<file path="config.mk">
export PLATFORM = sky130hd
export DESIGN_NAME = utf8_winansi_validator
export DESIGN_NICKNAME = d
export VERILOG_FILES = /design/src/sv/utf8wa_pkg.sv /design/src/sv/utf8_winansi_validator.sv
export SDC_FILE = /design/constraint.sdc
export NUM_CORES = 1
export LEC_CHECK = 0
export BUFFER_PORTS_ARGS = -buffer_cell sky130_fd_sc_hd__buf_2
export CORE_ASPECT_RATIO = 1.5
export CORE_UTILIZATION = 54
export CTS_CLUSTER_DIAMETER = 80
export DETAILED_ROUTE_END_ITERATION = 6
export PLACE_DENSITY = 0.71
export REMOVE_ABC_BUFFERS = 1
export SKIP_LAST_GASP = 1
export SYNTH_ARGS = -nofsm -noshare
export SYNTH_HDL_FRONTEND = slang
export SYNTH_SLANG_ARGS = --single-unit
</file>
<file path="constraint.sdc">
create_clock -name aclk -period 2.9 [get_ports aclk]
set_clock_uncertainty 0.2 [all_clocks]
set_input_delay 0.58 -clock aclk [delete_from_list [all_inputs] [get_ports aclk]]
set_output_delay 0.58 -clock aclk [all_outputs]
set_load 0.01 [all_outputs]
</file>
<file path="src/sv/utf8wa_pkg.sv">
// Package for the UTF-8 / WinAnsi validator.
// Holds the decode constants and the WinAnsi membership check; no dependencies.
package utf8wa_pkg;

    // Lead byte ranges
    localparam logic [7:0] LEAD2_MIN = 8'hC2;
    localparam logic [7:0] LEAD2_MAX = 8'hDF;
    localparam logic [7:0] LEAD3_MIN = 8'hE0;
    localparam logic [7:0] LEAD3_MAX = 8'hEF;

    // Continuation byte form 10xxxxxx
    localparam logic [1:0] CONT_TAG = 2'b10;

    // Codepoint limits
    localparam logic [15:0] THREE_BYTE_MIN = 16'h0800;
    localparam logic [15:0] SURR_MIN       = 16'hD800;
    localparam logic [15:0] SURR_MAX       = 16'hDFFF;

    // Continuation bytes still expected
    localparam logic [1:0] PEND_NONE = 2'd0;
    localparam logic [1:0] PEND_ONE  = 2'd1;
    localparam logic [1:0] PEND_TWO  = 2'd2;

    // True when the codepoint can be written in WinAnsi
    function automatic logic in_winansi(input logic [15:0] cp);
        logic hit;
        hit = 1'b0;
        if (cp >= 16'h0020 && cp <= 16'h007E) hit = 1'b1;
        if (cp >= 16'h00A0 && cp <= 16'h00FF) hit = 1'b1;
        if (cp >= 16'h2013 && cp <= 16'h2026) hit = 1'b1;
        case (cp)
            16'h0009, 16'h000A, 16'h000D, 16'h20AC,
            16'h0192, 16'h02C6, 16'h02DC, 16'h0152, 16'h0153,
            16'h0160, 16'h0161, 16'h0178, 16'h017D, 16'h017E,
            16'h2030, 16'h2039, 16'h203A, 16'h2122: hit = 1'b1;
            default: ;
        endcase
        return hit;
    endfunction

endpackage

</file>
<file path="src/sv/utf8_winansi_validator.sv">
// Top level of the UTF-8 / WinAnsi validator: byte decoder and verdict register.
// Depends on utf8wa_pkg.
//
// Takes one byte per cycle while the verdict register is empty or being drained,
// and returns one verdict for each terminator transaction: 1 when the text since
// the last terminator was valid UTF-8 (one to three byte sequences) and every
// codepoint lies in the WinAnsi set. The decode state is updated at the accept
// edge and a verdict shows on m_valid the cycle after its terminator. The single
// verdict register sets the rate: input is taken whenever that register is
// empty or being drained, so a full stream runs at one byte per cycle.
module utf8_winansi_validator (
    input  logic       aclk,
    input  logic       aresetn,
    input  logic       s_valid,
    output logic       s_ready,
    input  logic [7:0] s_text_byte,
    input  logic       s_is_terminator,
    output logic       m_valid,
    input  logic       m_ready,
    output logic       m_representable
);
    import utf8wa_pkg::*;

    logic [1:0]  pend_reg,  pend_next;
    logic [15:0] cp_reg,    cp_next;
    logic        three_reg, three_next;
    logic        err_reg,   err_next;
    logic        m_valid_reg, m_valid_next;
    logic        rep_reg,   rep_next;

    logic        s_acc;
    logic [15:0] cp_join;
    logic [1:0]  pend_dec;
    logic        finish_bad;

    assign s_ready = !m_valid_reg || m_ready;
    assign s_acc   = s_valid && s_ready;

    // Shift in the six payload bits of a continuation byte
    assign cp_join  = {cp_reg[9:0], s_text_byte[5:0]};
    assign pend_dec = pend_reg - PEND_ONE;

    // Check a completed multi-byte codepoint
    always_comb begin
        if (three_reg && cp_join < THREE_BYTE_MIN) begin
            finish_bad = 1'b1;
        end else if (cp_join >= SURR_MIN && cp_join <= SURR_MAX) begin
            finish_bad = 1'b1;
        end else begin
            finish_bad = !in_winansi(cp_join);
        end
    end

    // Decode the accepted transaction
    always_comb begin
        pend_next    = pend_reg;
        cp_next      = cp_reg;
        three_next   = three_reg;
        err_next     = err_reg;
        m_valid_next = m_valid_reg && !m_ready;
        rep_next     = rep_reg;
        if (s_acc) begin
            if (s_is_terminator) begin
                m_valid_next = 1'b1;
                rep_next     = !err_reg && (pend_reg == PEND_NONE);
                pend_next    = PEND_NONE;
                cp_next      = '0;
                three_next   = 1'b0;
                err_next     = 1'b0;
            end else if (!err_reg) begin
                if (pend_reg == PEND_NONE) begin
                    if (!s_text_byte[7]) begin
                        err_next = !in_winansi({8'h00, s_text_byte});
                    end else if (s_text_byte >= LEAD2_MIN && s_text_byte <= LEAD2_MAX) begin
                        cp_next    = {11'd0, s_text_byte[4:0]};
                        pend_next  = PEND_ONE;
                        three_next = 1'b0;
                    end else if (s_text_byte >= LEAD3_MIN && s_text_byte <= LEAD3_MAX) begin
                        cp_next    = {12'd0, s_text_byte[3:0]};
                        pend_next  = PEND_TWO;
                        three_next = 1'b1;
                    end else begin
                        err_next = 1'b1;
                    end
                end else if (s_text_byte[7:6] != CONT_TAG) begin
                    err_next  = 1'b1;
                    pend_next = PEND_NONE;
                end else begin
                    pend_next = pend_dec;
                    if (pend_dec == PEND_NONE) begin
                        err_next   = finish_bad;
                        cp_next    = '0;
                        three_next = 1'b0;
                    end else begin
                        cp_next = cp_join;
                    end
                end
            end
        end
    end

    // Hold decode state and the verdict register
    always_ff @(posedge aclk) begin
        if (!aresetn) begin
            pend_reg    <= PEND_NONE;
            cp_reg      <= '0;
            three_reg   <= 1'b0;
            err_reg     <= 1'b0;
            m_valid_reg <= 1'b0;
        end else begin
            pend_reg    <= pend_next;
            cp_reg      <= cp_next;
            three_reg   <= three_next;
            err_reg     <= err_next;
            m_valid_reg <= m_valid_next;
        end
        rep_reg <= rep_next;
    end

    assign m_valid         = m_valid_reg;
    assign m_representable = rep_reg;

endmodule

</file>
Word level (Yosys, flattened, before mapping)
Index checks and enable logic that the tools add are counted.
{"block": "totals", "reg_bits": 16, "latch_bits": 0, "mem_bits_rw": 0, "romBits": 0, "input_bits": 13, "out_inout_bits": 3, "word_cells": 124, "mem_count": 0}
{"block": "classes", "n_addsub": 1, "multipliers": 0, "div": 0, "n_lt_le_gt_ge": 16, "n_eq_ne": 26, "shift": 0, "mux": 49, "bitwise": 0, "n_reduce_logical": 26}
{"op": "$eq 16x9->1 const B", "n": 8}
{"op": "$eq 16x14->1 const B", "n": 5}
{"op": "$mux 10", "n": 8}
{"op": "$eq 16x4->1 const B", "n": 3}
{"op": "$mux 1", "n": 34}
{"op": "$eq 16x10->1 const B", "n": 2}
{"op": "$eq 8x4->1 const B", "n": 3}
{"op": "$ge 8x8->1 const B", "n": 3}
{"op": "$reduce_or 18->1", "n": 1}
{"op": "$ge 16x14->1 const B", "n": 1}
{"op": "$ge 16x16->1 const B", "n": 1}
{"op": "$ge 16x6->1 const B", "n": 1}
{"op": "$ge 16x8->1 const B", "n": 1}
{"op": "$le 16x14->1 const B", "n": 1}
{"op": "$le 16x16->1 const B", "n": 1}
{"op": "$le 16x7->1 const B", "n": 1}
{"op": "$le 16x8->1 const B", "n": 1}
{"op": "$le 8x8->1 const B", "n": 2}
{"op": "$lt 16x12->1 const B", "n": 1}
{"op": "$mux 2", "n": 7}
{"op": "$logic_and 1x1->1", "n": 11}
{"op": "$ge 8x6->1 const B", "n": 1}
{"op": "$le 8x7->1 const B", "n": 1}
{"op": "$ne 3x3->1 const B", "n": 2}
{"op": "other kinds (12)", "n": 18}

Logic depth before layout (Yosys ltp)
{"block": "logic_depth", "word_depth": 16, "ltp_mapped": 7, "depth_no_buf": 7}

Worst setup path before layout
Ideal clock, no wire load.
{"block": "synth_path", "path_kind": "input -> register", "start": "input port s_text_byte[1]", "end": "register err_reg", "setup_ps": 117, "arrival_ps": 1719, "required_ps": 2583, "setup_slack_ps": 863, "cell_stages": 7, "path_cell_list": "buf_6 > buf_2 > nor4b_2 > a31oi_1 > nor3_1 > o211ai_1 > a32o_1"}
{"block": "synth_via", "elab_chain_len": 16, "elab_cells_between_ends": 73}
{"element": "from (decl)", "line_no": "utf8_winansi_validator.sv:16", "source": "input logic [7:0] s_text_byte,"}
{"element": "$ge 16x6->1 / $le 16x7->1 (equally long branches)", "line_no": "utf8wa_pkg.sv:28", "source": "if (cp >= 16'h0020 && cp <= 16'h007E) hit = 1'b1;"}
{"element": "$logic_and 1x1->1", "line_no": "utf8wa_pkg.sv:28"}
{"element": "$mux 1", "line_no": "utf8wa_pkg.sv:28"}
{"element": "$mux 1", "line_no": "utf8wa_pkg.sv:29", "source": "if (cp >= 16'h00A0 && cp <= 16'h00FF) hit = 1'b1;"}
{"element": "$mux 1", "line_no": "utf8wa_pkg.sv:30", "source": "if (cp >= 16'h2013 && cp <= 16'h2026) hit = 1'b1;"}
{"element": "$mux 1", "line_no": "utf8wa_pkg.sv:31", "source": "case (cp)"}
{"element": "$mux 1", "line_no": "utf8_winansi_validator.sv:47", "source": "end else if (cp_join >= SURR_MIN && cp_join <= SURR_MAX) begin"}
{"element": "$mux 1", "line_no": "utf8_winansi_validator.sv:45", "source": "if (three_reg && cp_join < THREE_BYTE_MIN) begin"}
{"element": "$logic_not 1->1", "line_no": "utf8_winansi_validator.sv:50", "source": "finish_bad = !in_winansi(cp_join);"}
{"element": "$mux 1", "line_no": "utf8_winansi_validator.sv:47"}
{"element": "$mux 1", "line_no": "utf8_winansi_validator.sv:45"}
{"element": "$mux 1", "line_no": "utf8_winansi_validator.sv:90", "source": "if (pend_dec == PEND_NONE) begin"}
{"element": "$mux 1", "line_no": "utf8_winansi_validator.sv:85", "source": "end else if (s_text_byte[7:6] != CONT_TAG) begin"}
{"element": "$mux 1 *", "line_no": "utf8_winansi_validator.sv:71", "source": "if (pend_reg == PEND_NONE) begin"}
{"element": "$mux 1 *", "line_no": "utf8_winansi_validator.sv:70", "source": "end else if (!err_reg) begin"}
{"element": "$mux 1 *", "line_no": "utf8_winansi_validator.sv:63", "source": "if (s_is_terminator) begin"}
{"element": "to (signal assigned)", "line_no": "utf8_winansi_validator.sv:114", "source": "err_reg <= err_next;"}
{"element": "to (decl)", "line_no": "utf8_winansi_validator.sv:27", "source": "logic err_reg, err_next;"}
Mark *: on every way between the ends. The rest lies on a longest branch, timed or not. The select of a mux whose other input is x is not followed.
A chain may end at the register's enable or synchronous reset.

Final worst setup path
{"block": "layout_path", "start": "input port s_text_byte[1]", "end": "register pend_reg[1]"}
{"block": "layout_via", "elab_chain_len": 7, "elab_cells_between_ends": 13}
{"element": "$ge 8x8->1 / $le 8x8->1 (equally long branches)", "line_no": "utf8_winansi_validator.sv:74", "source": "end else if (s_text_byte >= LEAD2_MIN && s_text_byte <= LEAD2_MAX) begin"}
{"element": "$logic_and 1x1->1", "line_no": "utf8_winansi_validator.sv:74"}
{"element": "$mux 2", "line_no": "utf8_winansi_validator.sv:74"}
{"element": "$mux 2", "line_no": "utf8_winansi_validator.sv:72", "source": "if (!s_text_byte[7]) begin"}
{"element": "$mux 2", "line_no": "utf8_winansi_validator.sv:71"}
{"element": "$mux 2", "line_no": "utf8_winansi_validator.sv:70"}
{"element": "$mux 2", "line_no": "utf8_winansi_validator.sv:63"}
{"element": "to (signal assigned)", "line_no": "utf8_winansi_validator.sv:111", "source": "pend_reg <= pend_next;"}
{"element": "to (decl)", "line_no": "utf8_winansi_validator.sv:24", "source": "logic [1:0] pend_reg, pend_next;"}
Several ways; a longest one is shown, not always the timed one. The select of a mux whose other input is x is not followed.

==> flow_metrics.py <==
metrics = {
    "global_route": {
        "grt.total_usage_pct": 26.3,
        "antenna_found_initial": 0,
        "grt_start_max_net_pins": 18,
        "number_of_global_route_vias_before_repair": 1280,
        "grt_first_pass_wirelength_um": 5560,
        "gr-total-overflow": 0,
    },
    "hold_path": {
        "timing.hold.worst.class": "flip-flop to flip-flop",
        "hold_path.startpoint": "three_reg",
    },
    "logic_synthesis": {
        "synthesis.instances": 154,
        "ys_async_sr_fraction_pct": 0,
        "ys_dominant_reg_cell": "dfxtp_1",
        "syn-mean-instance-area_um2": 8.56,
        "yosys.cell_types.count": 56,
        "syn_area_um2": 1320,
        "synth_sequential_area_ratio_pct": 25.1,
        "synth_warnings": 0,
        "ys_seq_elements": 16,
        "synth_enable_flop_cells": 1,
    },
    "clock_tree": {
        "clock_latency_ns": 0.30,
        "cts.htree.levels": 1,
        "cts_hold_buffers": 0,
        "cts_buffers": 3,
        "cts_tree": "done",
        "cts_post_setup_buffers_inserted": 0,
        "post_cts_resize_count": 0,
        "clkSlewWorstSetupHoldPaths_ns": 0.11,
        "clock_tree.root_cell": "clkbuf_4",
        "clock_sinks": 16,
        "max-clock-path-buffers": 2,
    },
    "placed_design": {
        "place.detailed.hpwl_um": 2410,
        "placement_setup_slack_ns": 0.590,
        "globalplace.congestion": 1.01,
        "dp_cells": 183,
        "port_buffers": 15,
    },
    "sta": {
        "grt_setup_unrepaired": "no",
        "timing_max_transition_violations_final": 0,
        "max_slew_margin_pct": 51.1,
        "worst_pin_slew_ns": 0.725,
        "setup_viol": 0,
        "report.final.hold_viol_count": 0,
        "fmax_mhz": 480,
        "postLayoutSetupSlackWorst_ns": 0.815,
        "final.setup.tns_ns": 0,
        "period_needed_ns": 2.09,
        "final.period_utilization_pct": 71.9,
    },
    "critical_path": {
        "crit_chain": "buf_2, nor4_4, o311ai_0, a21oi_1, o211ai_1, nand2_1",
        "critical_path.reg2reg.startpoint": "pend_reg[0]",
        "critical_path_fanout_max": 17,
        "worst-r2r-setup-slack_ns": 0.84,
        "max_stage_delay_ns": 0.66,
        "cp_data_required_time_ns": 2.90,
        "setup.worst_path.class": "primary input to flip-flop",
        "cp_data_arrival_time_ns": 2.09,
        "worst_path_max_delay_cell": "o311ai_0",
        "worstSetupStartpointType": "primary input",
        "setup.worst_path.end_class": "flip-flop",
        "crit_path_start": "s_text_byte[1]",
    },
    "routing": {
        "via_count": 1316,
        "routed_via_density": 7.04,
        "drt_first_pass_iters": 4,
        "drcViolationCount": 0,
        "routed_wirelength_um": 3220,
        "drt_iter0_markers": 47,
        "detail_route.wl_per_cell_um": 17.2,
        "postRouteAntennaNets": 0,
    },
    "floorplanning": {
        "dieHeight_um": 62.5,
        "chipWidth_um": 42.3,
        "floorplan.io_pins": 16,
        "core-area_um2": 2260,
        "std_cell_rows": 21,
        "initial_utilization_pct": 58.3,
        "floorplan.die_area_um2": 2650,
    },
    "pwr": {
        "pwr_density_cell_nw_per_um2": 346,
        "sw_frac_of_total_pct": 29.6,
        "power.combinational.fraction_pct": 20.9,
        "power_leakage_uw": 0.000515,
        "p_sw_uw": 143,
        "cellInternalPower_uw": 341,
        "sequentialPowerShare_pct": 47.8,
        "clock_power_share_pct": 31.3,
        "peakVddDrop_mv": 0.228,
    },
    "job": {
        "cap_viol_max_count": 0,
    },
    "final_layout": {
        "share_of_layout_cells_above_drive_strength_1_pct": 18.9,
        "number_of_flip_flops_in_the_largest_register": 10,
        "antennaDiodeCount": 0,
        "nets": 180,
        "finalNonFillerCells": 187,
        "area_added_between_synthesis_and_finish_pct": 6.17,
    },
    "run_status": {
        "status": "complete, no violations",
    },
}
## cell type report
class	count	area (µm²)
Multi-Input combinational cell	120	895
Fill cell	215	861
Sequential cell	16	330
Timing Repair Buffer	15	75.1
Clock buffer	4	36.3
Inverter	9	33.8
Tap cell	23	28.8
## final timing paths
path,endpoint,cells after the start
max reg2reg,cp_reg[0],7
max,pend_reg[1],6
min reg2reg,three_reg,2
min,three_reg,2
## cells in the mapped netlist, types with 3 or more instances
cell type	number	area, µm²
o21ai_0	3	15.0
o211ai_1	4	30.0
dfxtp_1	15	300
buf_4	3	22.5
a22o_1	9	78.8
a211oi_1	3	22.5
buf_2	5	25.0
o2111ai_1	3	26.3
nand4_1	7	43.8
inv_1	9	33.8
nor3b_1	3	22.5
nor4_1	4	25.0
nor3_1	7	35.0
and4bb_2	3	37.5
nand2_1	10	37.5
and2_1	3	18.8
and3b_1	3	26.3
nor2_1	5	18.8
nor2b_1	4	25.0
a21oi_1	6	30.0
nand2b_1	3	18.8
## routing by layer
metal	track usage [%]	vias to the layer above	routed length, µm
li1	-	631	-
met1	32.2	613	1320
met2	43.3	56	1620
met3	3.76	16	162
met4	14.1	0	121
met5	0	-	0
## metrics by stage
stage          hold WS (ns)  util (%)  instance area, µm²  power, µW
6_report              0.262      61.9                1400        484
5_1_grt               0.301      61.9                1400        508
4_1_cts               0.264      61.9                1400        487
3_5_place_dp          0.250      60.3                1360        336
3_3_place_gp          0.240      60.3                1360        334
2_1_floorplan         0.231         -                1260        294
## critical path: cells and delay by family
| family | cells | cell delay, ns |
|---|---|---|
| compound gates | 3 | 1.04 |
| buf+inv | 1 | 0.28 |
| simple gates | 2 | 0.17 |
## cell usage in the layout (no fill, tap or decap), types with 2 or more instances in the layout
cell type and instances:
a211oi_1 3, a21boi_0 2, a21oi_1 6, a22o_1 9
a31oi_1 2, a32o_1 2, and2_1 3, and3b_1 3
and4bb_2 3, buf_2 15, clkbuf_4 3, dfxtp_1 15
ha_1 2, inv_1 9, nand2_1 10, nand2b_1 3
nand4_1 7, nor2_1 5, nor2b_1 4, nor3_1 7
nor3b_1 3, nor4_1 4, nor4bb_1 2, o2111ai_1 3
o211ai_1 4, o21ai_0 3, or3_1 2, xor2_1 2
## kinds of logic (layout without fill, tap and decap cells)
kind of cell	after synthesis	after routing	synth area share (%)
flops	16	16	25.1
compound gates	47	47	29.1
mux	1	1	0.760
xor+xnor	3	3	1.99
simple gates	67	67	34.2
fa+ha+maj	2	2	1.90
buf+inv	18	28	7.03
## power by group through the flow
| stage | Combinational (µW) | Clock, µW | Sequential, µW |
|---|---|---|---|
| 2_1_floorplan | 57.8 | 0 | 236 |
| 3_3_place_gp | 97.8 | 0 | 236 |
| 3_5_place_dp | 99.7 | 0 | 237 |
| 4_1_cts | 100 | 156 | 232 |
| 5_1_grt | 112 | 164 | 232 |
| 6_report | 101 | 152 | 232 |
Note: power is estimated with default switching activity, not from simulation.
